File: config.mk
export PLATFORM = sky130hd
export DESIGN_NAME = sample_variance_accumulator
export DESIGN_NICKNAME = d
export VERILOG_FILES = /design/src/rtl/core/sva_pkg.sv /design/src/rtl/core/sva_alu.sv /design/src/rtl/core/sva_accum.sv /design/src/rtl/core/sva_seq.sv /design/src/rtl/core/sample_variance_accumulator.sv
export SDC_FILE = /design/constraint.sdc
export NUM_CORES = 2
export LEC_CHECK = 0
export BUFFER_PORTS_ARGS = -buffer_cell sky130_fd_sc_hd__buf_2
export CORE_AREA = 2 2 430 432
export DETAILED_ROUTE_END_ITERATION = 12
export DIE_AREA = 0 0 432 434
export HOLD_SLACK_MARGIN = 0.12
export PLACE_DENSITY = 0.45
export SKIP_LAST_GASP = 1
export SYNTH_ARGS = -nofsm -noshare
export SYNTH_HDL_FRONTEND = slang
export SYNTH_SLANG_ARGS = --single-unit
File: constraint.sdc
create_clock -name clk -period 22.2 [get_ports clk]
set_input_delay 0 -clock clk [delete_from_list [all_inputs] [get_ports clk]]
set_output_delay 0 -clock clk [all_outputs]
set_load 0.05 [all_outputs]
File: src/rtl/core/sva_pkg.sv
package sva_pkg;

  // Batch limits and number format.
  localparam int MAX_SAMPLES = 65536;
  localparam int SAMPLE_BITS = 16;
  localparam int FRAC_BITS   = 8;

  // Port widths.
  localparam int IN_W     = 16;
  localparam int VAR_W    = 39;
  localparam int CNT_W    = 17;
  localparam int STATUS_W = 2;

  // Accumulator widths, large enough for any batch up to the sample limit.
  localparam int SUM_W  = 33;
  localparam int SQ_W   = 47;
  localparam int MAG_W  = SUM_W - 1;
  localparam int XSQ_W  = 2 * SAMPLE_BITS;

  // Datapath widths of the shared arithmetic unit.
  localparam int PROD_W = CNT_W + SQ_W;
  localparam int ALU_W  = PROD_W;
  localparam int DEN_W  = 2 * CNT_W;
  localparam int REM_W  = DEN_W + 1;
  localparam int DIV_W  = PROD_W + FRAC_BITS;
  localparam int STEP_W = $clog2(DIV_W + 1);

  typedef enum logic [STATUS_W-1:0] {
    ST_OK   = 2'd0,
    ST_FEW  = 2'd1,
    ST_OVER = 2'd2
  } status_t;

  // Totals of one finished batch, handed to the sequencer.
  typedef struct packed {
    logic                    start;
    logic                    overflow;
    logic [CNT_W-1:0]        count;
    logic signed [SUM_W-1:0] sum;
    logic [SQ_W-1:0]         sum_sq;
  } batch_t;

  // One finished result, handed to the output register.
  typedef struct packed {
    logic             valid;
    logic [VAR_W-1:0] variance;
    logic [CNT_W-1:0] count;
    status_t          status;
  } res_t;

endpackage

File: src/rtl/core/sva_alu.sv
// Shared adder/subtractor. The top bit of the result is the carry, or the
// borrow on a subtraction.
module sva_alu (
  input  logic [sva_pkg::ALU_W-1:0] a,
  input  logic [sva_pkg::ALU_W-1:0] b,
  input  logic                      sub,
  output logic [sva_pkg::ALU_W:0]   res
);

  always_comb begin
    if (sub) begin
      res = {1'b0, a} - {1'b0, b};
    end else begin
      res = {1'b0, a} + {1'b0, b};
    end
  end

endmodule

File: src/rtl/core/sva_accum.sv
// Sample pipeline and running totals. Each request is squared in a
// registered multiplier and then added into the count, sum and sum of squares.
module sva_accum (
  input  logic                       clk,
  input  logic                       rst,
  input  logic                       fire,
  input  logic [sva_pkg::IN_W-1:0]   sample,
  input  logic                       last,
  output sva_pkg::batch_t            batch,
  output logic                       hold
);

  logic                                  s1_valid;
  logic                                  s1_last;
  logic signed [sva_pkg::SAMPLE_BITS-1:0] s1_x;
  logic [sva_pkg::SAMPLE_BITS-1:0]       s1_mag;

  logic                                  s2_valid;
  logic                                  s2_last;
  logic signed [sva_pkg::SAMPLE_BITS-1:0] s2_x;
  logic [sva_pkg::XSQ_W-1:0]             s2_sq;

  logic [sva_pkg::CNT_W-1:0]             count;
  logic signed [sva_pkg::SUM_W-1:0]      sum_acc;
  logic [sva_pkg::SQ_W-1:0]              sum_sq_acc;
  logic                                  overflow_flag;

  logic signed [sva_pkg::SAMPLE_BITS-1:0] in_x;
  logic                                  room;
  logic [sva_pkg::CNT_W-1:0]             count_next;
  logic signed [sva_pkg::SUM_W-1:0]      sum_next;
  logic [sva_pkg::SQ_W-1:0]              sum_sq_next;
  logic                                  overflow_next;

  // Bits above the sample width are ignored.
  assign in_x = $signed(sample[sva_pkg::SAMPLE_BITS-1:0]);

  assign room = (count != sva_pkg::CNT_W'(sva_pkg::MAX_SAMPLES));

  always_comb begin
    count_next    = count;
    sum_next      = sum_acc;
    sum_sq_next   = sum_sq_acc;
    overflow_next = overflow_flag;
    if (s2_valid) begin
      if (room) begin
        count_next  = count + sva_pkg::CNT_W'(1);
        sum_next    = sum_acc + sva_pkg::SUM_W'(s2_x);
        sum_sq_next = sum_sq_acc + sva_pkg::SQ_W'(s2_sq);
      end else begin
        overflow_next = 1'b1;
      end
    end
  end

  assign hold = (s1_valid & s1_last) | (s2_valid & s2_last) | batch.start;

  always_ff @(posedge clk) begin
    if (rst) begin
      s1_valid      <= 1'b0;
      s2_valid      <= 1'b0;
      count         <= '0;
      sum_acc       <= '0;
      sum_sq_acc    <= '0;
      overflow_flag <= 1'b0;
      batch.start   <= 1'b0;
    end else begin
      s1_valid    <= fire;
      s2_valid    <= s1_valid;
      batch.start <= s2_valid & s2_last;
      if (s2_valid & s2_last) begin
        count         <= '0;
        sum_acc       <= '0;
        sum_sq_acc    <= '0;
        overflow_flag <= 1'b0;
      end else begin
        count         <= count_next;
        sum_acc       <= sum_next;
        sum_sq_acc    <= sum_sq_next;
        overflow_flag <= overflow_next;
      end
    end
    s1_last <= last;
    s1_x    <= in_x;
    s1_mag  <= in_x[sva_pkg::SAMPLE_BITS-1] ? sva_pkg::SAMPLE_BITS'(-in_x)
                                            : sva_pkg::SAMPLE_BITS'(in_x);
    s2_last <= s1_last;
    s2_x    <= s1_x;
    s2_sq   <= sva_pkg::XSQ_W'(s1_mag) * sva_pkg::XSQ_W'(s1_mag);
    batch.overflow <= overflow_next;
    batch.count    <= count_next;
    batch.sum      <= sum_next;
    batch.sum_sq   <= sum_sq_next;
  end

endmodule

File: src/rtl/core/sva_seq.sv
// Sequencer that drives the shared adder through the end-of-batch math:
// absolute sum, three shift-and-add products, one subtraction and a
// restoring division that yields one quotient bit per cycle.
module sva_seq (
  input  logic            clk,
  input  logic            rst,
  input  sva_pkg::batch_t batch,
  input  logic            out_free,
  output sva_pkg::res_t   res,
  output logic            busy
);

  typedef enum logic [2:0] {
    S_IDLE,
    S_ABS,
    S_MUL_NS,
    S_MUL_SS,
    S_SUB,
    S_MUL_DEN,
    S_DIV,
    S_FIN
  } state_t;

  state_t                           state;
  logic [sva_pkg::CNT_W-1:0]        cnt_r;
  logic signed [sva_pkg::SUM_W-1:0] sum_r;
  logic [sva_pkg::SQ_W-1:0]         sq_r;
  logic [sva_pkg::MAG_W-1:0]        mag_r;
  logic [sva_pkg::PROD_W-1:0]       prod_r;
  logic [sva_pkg::PROD_W-1:0]       mcand_r;
  logic [sva_pkg::MAG_W-1:0]        mplier_r;
  logic [sva_pkg::PROD_W-1:0]       num_r;
  logic [sva_pkg::DEN_W-1:0]        den_r;
  logic [sva_pkg::DIV_W-1:0]        dvd_r;
  logic [sva_pkg::DEN_W-1:0]        rem_r;
  logic [sva_pkg::DIV_W-1:0]        quo_r;
  logic [sva_pkg::STEP_W-1:0]       step_r;
  logic [sva_pkg::VAR_W-1:0]        var_r;
  sva_pkg::status_t                 status_r;

  logic [sva_pkg::ALU_W-1:0]        alu_a;
  logic [sva_pkg::ALU_W-1:0]        alu_b;
  logic                             alu_sub;
  logic [sva_pkg::ALU_W:0]          alu_res;
  logic [sva_pkg::REM_W-1:0]        rem_sh;
  logic [sva_pkg::PROD_W-1:0]       p_fin;
  logic                             q_bit;
  logic [sva_pkg::DIV_W-1:0]        q_fin;
  logic                             last_step;

  sva_alu u_alu (
    .a   (alu_a),
    .b   (alu_b),
    .sub (alu_sub),
    .res (alu_res)
  );

  assign rem_sh    = {rem_r, dvd_r[sva_pkg::DIV_W-1]};
  assign p_fin     = mplier_r[0] ? alu_res[sva_pkg::PROD_W-1:0] : prod_r;
  assign q_bit     = ~alu_res[sva_pkg::ALU_W];
  assign q_fin     = {quo_r[sva_pkg::DIV_W-2:0], q_bit};
  assign last_step = (step_r == sva_pkg::STEP_W'(1));

  always_comb begin
    alu_a   = prod_r;
    alu_b   = mcand_r;
    alu_sub = 1'b0;
    unique case (state)
      S_ABS: begin
        alu_a   = '0;
        alu_b   = sva_pkg::ALU_W'(sum_r);
        alu_sub = 1'b1;
      end
      S_SUB: begin
        alu_a   = num_r;
        alu_b   = prod_r;
        alu_sub = 1'b1;
      end
      S_DIV: begin
        alu_a   = sva_pkg::ALU_W'(rem_sh);
        alu_b   = sva_pkg::ALU_W'(den_r);
        alu_sub = 1'b1;
      end
      default: begin
      end
    endcase
  end

  assign busy         = (state != S_IDLE);
  assign res.valid    = (state == S_FIN) & out_free;
  assign res.variance = var_r;
  assign res.count    = cnt_r;
  assign res.status   = status_r;

  always_ff @(posedge clk) begin
    if (rst) begin
      state <= S_IDLE;
    end else begin
      unique case (state)
        S_IDLE: begin
          if (batch.start) begin
            cnt_r <= batch.count;
            sum_r <= batch.sum;
            sq_r  <= batch.sum_sq;
            var_r <= '0;
            if (batch.overflow) begin
              status_r <= sva_pkg::ST_OVER;
              state    <= S_FIN;
            end else if (batch.count < sva_pkg::CNT_W'(2)) begin
              status_r <= sva_pkg::ST_FEW;
              state    <= S_FIN;
            end else begin
              status_r <= sva_pkg::ST_OK;
              state    <= S_ABS;
            end
          end
        end
        S_ABS: begin
          mag_r    <= sum_r[sva_pkg::SUM_W-1] ? alu_res[sva_pkg::MAG_W-1:0]
                                              : sum_r[sva_pkg::MAG_W-1:0];
          prod_r   <= '0;
          mcand_r  <= sva_pkg::PROD_W'(sq_r);
          mplier_r <= sva_pkg::MAG_W'(cnt_r);
          step_r   <= sva_pkg::STEP_W'(sva_pkg::CNT_W);
          state    <= S_MUL_NS;
        end
        S_MUL_NS, S_MUL_SS, S_MUL_DEN: begin
          if (!last_step) begin
            prod_r   <= p_fin;
            mcand_r  <= mcand_r << 1;
            mplier_r <= mplier_r >> 1;
            step_r   <= step_r - sva_pkg::STEP_W'(1);
          end else if (state == S_MUL_NS) begin
            num_r    <= p_fin;
            prod_r   <= '0;
            mcand_r  <= sva_pkg::PROD_W'(mag_r);
            mplier_r <= mag_r;
            step_r   <= sva_pkg::STEP_W'(sva_pkg::MAG_W);
            state    <= S_MUL_SS;
          end else if (state == S_MUL_SS) begin
            prod_r <= p_fin;
            state  <= S_SUB;
          end else begin
            den_r  <= p_fin[sva_pkg::DEN_W-1:0];
            dvd_r  <= sva_pkg::DIV_W'(num_r) << sva_pkg::FRAC_BITS;
            rem_r  <= '0;
            quo_r  <= '0;
            step_r <= sva_pkg::STEP_W'(sva_pkg::DIV_W);
            state  <= S_DIV;
          end
        end
        S_SUB: begin
          num_r    <= alu_res[sva_pkg::PROD_W-1:0];
          prod_r   <= '0;
          mcand_r  <= sva_pkg::PROD_W'(cnt_r - sva_pkg::CNT_W'(1));
          mplier_r <= sva_pkg::MAG_W'(cnt_r);
          step_r   <= sva_pkg::STEP_W'(sva_pkg::CNT_W);
          state    <= S_MUL_DEN;
        end
        S_DIV: begin
          rem_r  <= q_bit ? alu_res[sva_pkg::DEN_W-1:0] : rem_sh[sva_pkg::DEN_W-1:0];
          quo_r  <= q_fin;
          dvd_r  <= dvd_r << 1;
          step_r <= step_r - sva_pkg::STEP_W'(1);
          if (last_step) begin
            // Saturate when the scaled variance does not fit the output.
            if (q_fin[sva_pkg::DIV_W-1:sva_pkg::VAR_W] != '0) begin
              var_r <= '1;
            end else begin
              var_r <= q_fin[sva_pkg::VAR_W-1:0];
            end
            state <= S_FIN;
          end
        end
        S_FIN: begin
          if (out_free) begin
            state <= S_IDLE;
          end
        end
        default: begin
          state <= S_IDLE;
        end
      endcase
    end
  end

endmodule

File: src/rtl/core/sample_variance_accumulator.sv
// Channel  | Handshake                  | Payload
// ---------+----------------------------+----------------------------------
// input    | in_valid / in_stall        | sample, last
// output   | out_valid / out_stall      | variance_q, sample_count, status
//
// A sample that is not the last of its batch leaves in_stall low; while no
// batch end is in flight or being computed, a request can follow every cycle.
// A request with last set holds off input while it drains the squaring
// pipeline (s1, s2 and the batch register), while the shared adder runs an
// absolute value, 17 + 32 + 17 multiply steps, a subtraction and 72 division
// steps, and until the result is handed over once the output is free. A batch
// with too few samples or past the limit skips the arithmetic.
// Reset is synchronous and active high; it clears the totals, the pipeline and
// the sequencer. The finished result sits in an output register, so a stalled
// output does not hold off input until the next batch result is ready.
//
// The unbiased sample variance is computed exactly as
// (n * sum_sq - sum^2) / (n * (n - 1)), with FRAC_BITS fraction bits,
// truncated and saturated to the width of variance_q. Batches with fewer than
// two samples, or with samples beyond the limit, report a status and a zero
// variance instead.
module sample_variance_accumulator (
  input  logic                          clk,
  input  logic                          rst,
  input  logic                          in_valid,
  output logic                          in_stall,
  input  logic [sva_pkg::IN_W-1:0]      sample,
  input  logic                          last,
  output logic                          out_valid,
  input  logic                          out_stall,
  output logic [sva_pkg::VAR_W-1:0]     variance_q,
  output logic [sva_pkg::CNT_W-1:0]     sample_count,
  output logic [sva_pkg::STATUS_W-1:0]  status
);

  sva_pkg::batch_t batch;
  sva_pkg::res_t   res;
  logic            acc_hold;
  logic            seq_busy;
  logic            in_fire;
  logic            out_free;

  // Input is held off while a batch end is in flight or being computed.
  assign in_stall = acc_hold | seq_busy;
  assign in_fire  = in_valid & ~in_stall;

  // The output register can take a new result when it is empty or draining.
  assign out_free = ~out_valid | ~out_stall;

  sva_accum u_accum (
    .clk    (clk),
    .rst    (rst),
    .fire   (in_fire),
    .sample (sample),
    .last   (last),
    .batch  (batch),
    .hold   (acc_hold)
  );

  sva_seq u_seq (
    .clk      (clk),
    .rst      (rst),
    .batch    (batch),
    .out_free (out_free),
    .res      (res),
    .busy     (seq_busy)
  );

  always_ff @(posedge clk) begin
    if (rst) begin
      out_valid <= 1'b0;
    end else if (res.valid) begin
      out_valid <= 1'b1;
    end else if (~out_stall) begin
      out_valid <= 1'b0;
    end
    if (res.valid) begin
      variance_q   <= res.variance;
      sample_count <= res.count;
      status       <= res.status;
    end
  end

endmodule
### Word-level counts from Yosys, hierarchy flattened

Index checks and enable logic that the tools add are counted.

* reduce and logical (&&, ||, !) cells: 24
* div/mod/pow operators: 0
* shift operators: 0
* $add $sub $neg: 8
* equality and inequality tests: 20
* magnitude comparators: 1
* $mul: 1
* mux-type cells: 61
* bitwise operators: 15

Operators with widths (count)
* case mux 64 bit (3 select lines): 3
* 2-to-1 mux 64 bit: 8
* case mux 64 bit (2 select lines): 2
* 2-to-1 mux 72 bit: 3
* 2-to-1 mux 71 bit: 3
* case mux 72 bit (2 select lines): 1
* case mux 71 bit (2 select lines): 1
* 2-to-1 mux 34 bit: 4
* 2-to-1 mux 39 bit: 3
* 2-to-1 mux 32 bit: 3
* 2-to-1 mux 47 bit: 2
* case mux 39 bit (2 select lines): 1
* case mux 34 bit (2 select lines): 1
* 2-to-1 mux 33 bit: 2
* adder 64 x 64 -> 65 bit: 1
* 2-to-1 mux 65 bit: 1
* subtractor 64 x 64 -> 65 bit: 1
* case mux 32 bit (2 select lines): 1
* adder 47 x 32 -> 47 bit: 1
* 2-to-1 mux 17 bit: 2
* adder 33 x 16 -> 33 bit: 1
* nonzero test 33 bit: 1
* multiplier 16 x 16 -> 32 bit: 1
* 2-to-1 mux 3 bit: 7
* other kinds (32): 76

* input port bits: 21
* RAM bits: 0
* bits in registers: 955
* bits in read-only memories: 0
* word-level logic and storage cells: 168
* latch bits: 0
* output and inout bits: 60
* memories: 0

### Depth between registers and ports, before layout

* depth after elaboration: 9
* gate-level depth with buffers: 29
* mapped depth without buffers: 25

### Cells and area by module

Synthesis repeated with hierarchy kept, for this count alone.

* cells, all modules: 4981
* area total of the unflattened synthesis: 52671.8 µm²

By module, submodules not included
* sva_seq: cells each 2057, times used 1, area an instance 26858.3 µm², sequential area each 18197.5 µm²
* sva_accum: cells each 2079, times used 1, area an instance 18840.6 µm², sequential area each 5565.3 µm²
* sva_alu: cells each 780, times used 1, area an instance 5180.0 µm², sequential area each 0.0 µm²
* sample_variance_accumulator: cells each 65, times used 1, area an instance 1793.0 µm², sequential area each 1761.7 µm²

### Worst setup path before layout

Ideal clock, no wire load.

* kind: register to register
* start: register u_seq.state[2]
* end: register u_seq.dvd_r[10] in the netlist's numbering (enable)
* buffers on the path: 6
* data required time: 21261 ps
* cell stages (with the launch flop): 8
* arrival time: 14185 ps
* setup slack: 7076 ps
* setup time: 939 ps
* clock period less this slack: 15124 ps
* cells stage by stage: dfxtp_1 -> clkbuf_1 -> clkbuf_1 -> clkbuf_1 -> clkbuf_1 -> clkbuf_1 -> clkbuf_1 -> nor3b_1

* cells in the longest elaborated chain, start to end: 4
* elaborated cells on any way between the ends: 10
* classes of those cells: eq/ne: 7; reduce/logical: 3

Ends and longest elaborated chain
* start: declaration: RTL line sva_seq.sv:24 `state_t state;`
* start signal: assignment: RTL line sva_seq.sv:97 `state <= S_IDLE;`
* start signal: assignment: RTL line sva_seq.sv:108 `state <= S_FIN;`
* start signal: assignment: RTL line sva_seq.sv:111 `state <= S_FIN;`
* == test 3 bit, or another cell as far along: RTL line sva_seq.sv:99 `unique case (state)`
* OR reduction 3 bit: RTL line sva_seq.sv:99
* != test 2 bit (no line), or another cell as far along
* AND reduction 5 bit (no line) *
* end signal: assignment: RTL line sva_seq.sv:145 `dvd_r <= sva_pkg::DIV_W'(num_r) << sva_pkg::FRAC_BITS;`
* end signal: assignment: RTL line sva_seq.sv:163 `dvd_r <= dvd_r << 1;`
* end: declaration: RTL line sva_seq.sv:34 `logic [sva_pkg::DIV_W-1:0] dvd_r;`

Mark *: on every way between the ends. The rest lies on a longest branch, timed or not.
A chain may end at the register's enable or synchronous reset.

### Final worst setup path

* start: register u_seq.state[2]
* end: register u_seq.rem_r[1] in the netlist's numbering, data pin

* cells in the longest elaborated chain, start to end: 6
* elaborated cells on any way between the ends: 16
* classes of those cells: add/sub: 2; eq/ne: 6; mux: 6; reduce/logical: 2

Ends and longest elaborated chain
* == test 3 bit, or another cell as far along: RTL line sva_seq.sv:68, sva_seq.sv:99
* case mux 64 bit (3 select lines) or OR reduction 3 bit (tied branches)
* adder 64 x 64 -> 65 bit, or another cell as far along: RTL line sva_alu.sv:14 `res = {1'b0, a} + {1'b0, b};`
* 2-to-1 mux 65 bit: RTL line sva_alu.sv:11 `if (sub) begin`
* 2-to-1 mux 34 bit: RTL line sva_seq.sv:161 `rem_r <= q_bit ? alu_res[sva_pkg::DEN_W-1:0] : rem_sh[sva_pkg::DEN_W-1:0];`
* case mux 34 bit (2 select lines) *: RTL line sva_seq.sv:99
* end signal: assignment: RTL line sva_seq.sv:161
* end: declaration: RTL line sva_seq.sv:35 `logic [sva_pkg::DEN_W-1:0] rem_r;`

Marked as above.

==> results_dict.tcl <==
set metrics [dict create \
    worst_path_max_delay_cell "nor4b_1" \
    core_mm2 0.182 \
    r2r_cells 23 \
    yosysWarningCount 0 \
    drt_pass1_iterations 8 \
    ioPinCount 81 \
    place_congestion 0.888 \
    area.growth.synth_to_final_pct 13.4 \
    grt_use_total 0.158 \
    slowest_delay_ns 0.89 \
    path_max_fanout 77 \
    relSlewSlack 0.283 \
    end_kind "register" \
    wl_per_cell_um 19.7 \
    numCtsBuffers 105 \
    r2r-end "u_seq.rem_r[1]" \
    finalMaxSlewViolations 0 \
    r2r_slack_ns 13.18 \
    finalHoldViolCount 0 \
    path_clk_slew_ns 0.06 \
    synth-edff-count 662 \
    crit_required_ns 22.66 \
    grt_max_degree 133 \
    synth_area_mm2 0.0528 \
    grt_antenna_before_repair 3 \
    grt_pass1_vias 37737 \
    root_buffer "clkbuf_16" \
    grt_setup_unrepaired "no" \
    ys_async_sr_fraction 0 \
    hpwlAfterDp_mm 105 \
    clock_sinks 944 \
    avgSynthCellArea_um2 10.3 \
    vias_per_cell 5.02 \
    via_count 38222 \
    cts_max_path_buffers 3 \
    path_common_cell "buf_4" \
    drc 0 \
    worstPathArrival_ns 9.48 \
    worst_pin_slew_ns 1.08 \
    drv_cap 0 \
    status "finished clean" \
    post_route_cells_drive_above_1_share 0.0822 \
    r2r_start "u_seq.state[2]" \
    grt_pass1_wl_mm 232 \
    htree_levels 3 \
    hold_path_depth 4 \
    hold_class "primary input to register" \
    fin_worst_skew_ns 0.0472 \
    fin_tns_setup_ns 0 \
    fin_nets 5552 \
    syn_inst 5113 \
    cts_tree "built" \
    setup_viol 0 \
    worstHoldStart "sample[11]" \
    ctsResizeCount 0 \
    path_cells "buf_4 > o21a_1 > nor2_4 > buf_4 > a222oi_1 > nand4_2 > nor4_4 > nand3b_1 > nor4_1 > nor4b_1 > nor2_1 > xor2_1 > ha_1 > nand2_1 > a211oi_1 > nor2b_1 > o21ai_0 > and3_1 > o21ai_0 > a31oi_4 > buf_4 > mux2i_1 > nor2_1" \
    floorplan.rows 157 \
    antenna_left 0 \
    synth_nets 5536 \
    fp.dieArea_mm2 0.187 \
    ys_types 81 \
    port_buffers 80 \
    holdPathEnd "u_accum.s1_mag[13]" \
    die_y_um 434 \
    critPathKind "register to register" \
    fmax_ghz 0.111 \
    insertion_delay_ns 0.76 \
    die_w_um 432 \
    start_util 0.289 \
    ys.flop_type "edfxtp_1" \
    overflow 0 \
    final.period_utilization 0.407 \
    start_kind "register" \
    ys_ff_latch 944 \
    drt_iter0_drc 3245 \
    finalWirelength_mm 150 \
    final.min_clock_period_ns 9.02 \
    ys_seq_area_frac 0.483 \
]
==> logic make-up (layout without fill, tap and decap cells) <==
logic type	Yosys count	in the layout	synth area share
DFF	944	944	0.483
buffers and inverters	635	743	0.0455
xor gates and xnor gates	221	221	0.0366
AOI/OAI and AO/OA	1132	1132	0.142
other	0	1	0
and+or+nand+nor	1676	1676	0.152
adders and majority gates	402	402	0.119
muxes	103	103	0.0209
==> cell usage after synthesis, types with 28 or more instances <==
cell type  count  area [um^2]
nand2_1      713         2680
edfxtp_1     662        19900
inv_1        357         1340
a21oi_1      293         1470
dfxtp_1      282         5650
o21ai_0      264         1320
nor2_1       246          923
clkbuf_1     239          897
ha_1         234         2930
and2_1       168         1050
fa_1         168         3360
xnor2_1      125         1090
a21o_1       112          841
and3_1       106          663
xor2_1        96          841
nand3_1       93          465
nor3_1        69          345
nand2b_1      65          407
mux2_2        59          664
a22o_1        53          464
a31oi_1       51          319
a222oi_1      50          500
nand4_1       46          288
mux2i_1       44          440
nor2b_1       37          231
nor4_1        34          213
o21a_1        32          240
a211oi_1      31          233
buf_1         31          116
a221o_1       28          280
o21bai_1      28          210
==> metrics by stage <==
stage / worst slack [ns] / hold slack (ns) / utilization / cell area (um^2) / instances
2_1_floorplan: 7.08 / 0.0277 / - / 52800 / 5113
3_3_place_gp: 13.40 / 0.112 / 0.306 / 55800 / 7358
3_5_place_dp: 13.31 / 0.107 / 0.306 / 55800 / 7358
4_1_cts: 13.23 / 0.125 / 0.328 / 59900 / 7606
5_1_grt: 12.66 / 0.186 / 0.328 / 59900 / 7606
6_report: 13.18 / 0.191 / 0.328 / 59900 / 7607
==> per-layer routing <==
layer	wire [um]	share of wire	global-route usage	up-vias
met5	0	0	0	-
met4	3160	0.021	0.0377	0
met3	6960	0.046	0.0202	171
met2	64700	0.43	0.240	919
met1	74800	0.50	0.237	18823
li1	-	-	-	18309
==> worst max-delay path: cells and delay by family (launching register included) <==
kind / cells / cell delay, ns
AO/OA/AOI/OAI: 6 / 2.16
flip-flops: 1 / 0.77
buffers and inverters: 3 / 1.62
XOR/XNOR: 1 / 0.19
adder cells (fa/ha/maj): 1 / 0.43
AND/OR/NAND/NOR: 11 / 3.10
multiplexers: 1 / 0.26
==> sequential cells by signal, indices dropped and copies added, names as in the netlist, 30 cells and up <==
name / count
u_accum.batch: 99
u_accum.s2_sq: 30
u_accum.sum_acc: 33
u_accum.sum_sq_acc: 47
u_seq.den_r: 34
u_seq.dvd_r: 64
u_seq.mag_r: 32
u_seq.mcand_r: 64
u_seq.mplier_r: 32
u_seq.num_r: 64
u_seq.prod_r: 64
u_seq.quo_r: 71
u_seq.rem_r: 34
u_seq.sq_r: 47
u_seq.sum_r: 33
u_seq.var_r: 39
variance_q: 39
==> what timing repair did <==
item                       CTS  global route
hold buffers                49             0
setup buffers                0             0
setup endpoints to repair    0             0
hold endpoints to repair    97             0
==> worst max path at each step <==
| stage | start | end | depth (start not counted) | slack (ns) |
|---|---|---|---|---|
| floorplan | u_seq.state[2] | u_seq.dvd_r[10] | 7 | 7.08 |
| global placement | u_seq.state[2] | u_seq.rem_r[1] | 25 | 13.40 |
| detailed placement | u_seq.state[2] | u_seq.rem_r[1] | 25 | 13.31 |
| CTS | u_seq.state[2] | u_seq.rem_r[1] | 25 | 13.23 |
| global route | u_seq.state[2] | u_seq.rem_r[1] | 25 | 12.66 |
| finish | u_seq.state[2] | u_seq.rem_r[1] | 23 | 13.18 |
==> cell type report <==
| class | count | area (um^2) |
|---|---|---|
| diodes | 1 | 2.50 |
| clock buffers | 135 | 2900 |
| clock inverters | 64 | 701 |
| fillers | 18594 | 123000 |
| inverters | 357 | 1340 |
| multi-input cells | 3534 | 25100 |
| flip-flops and latches | 944 | 25500 |
| well taps | 2385 | 2980 |
| repair buffers | 187 | 1340 |
==> cells in the final DEF, fill, tap and decap left out, types with 46 or more instances in the layout <==
cell / synthesis / final
nor2_1: 246 / 237
a22o_1: 53 / 53
edfxtp_1: 662 / 662
a21o_1: 112 / 111
and2_1: 168 / 166
clkbuf_16: 0 / 108
a222oi_1: 50 / 50
o21ai_0: 264 / 261
mux2_2: 59 / 59
nor3_1: 69 / 68
dfxtp_1: 282 / 281
dlygate4sd3_1: 0 / 49
nand4_1: 46 / 46
nand3_1: 93 / 93
xor2_1: 96 / 96
and3_1: 106 / 106
a21oi_1: 293 / 289
inv_1: 357 / 357
xnor2_1: 125 / 125
ha_1: 234 / 232
a31oi_1: 51 / 50
buf_4: 0 / 57
nand2b_1: 65 / 65
buf_2: 6 / 80
fa_1: 168 / 168
nand2_1: 713 / 710
Power is not shown: default switching activity piles up to over one toggle a cycle in this logic, so the estimate is an artifact.
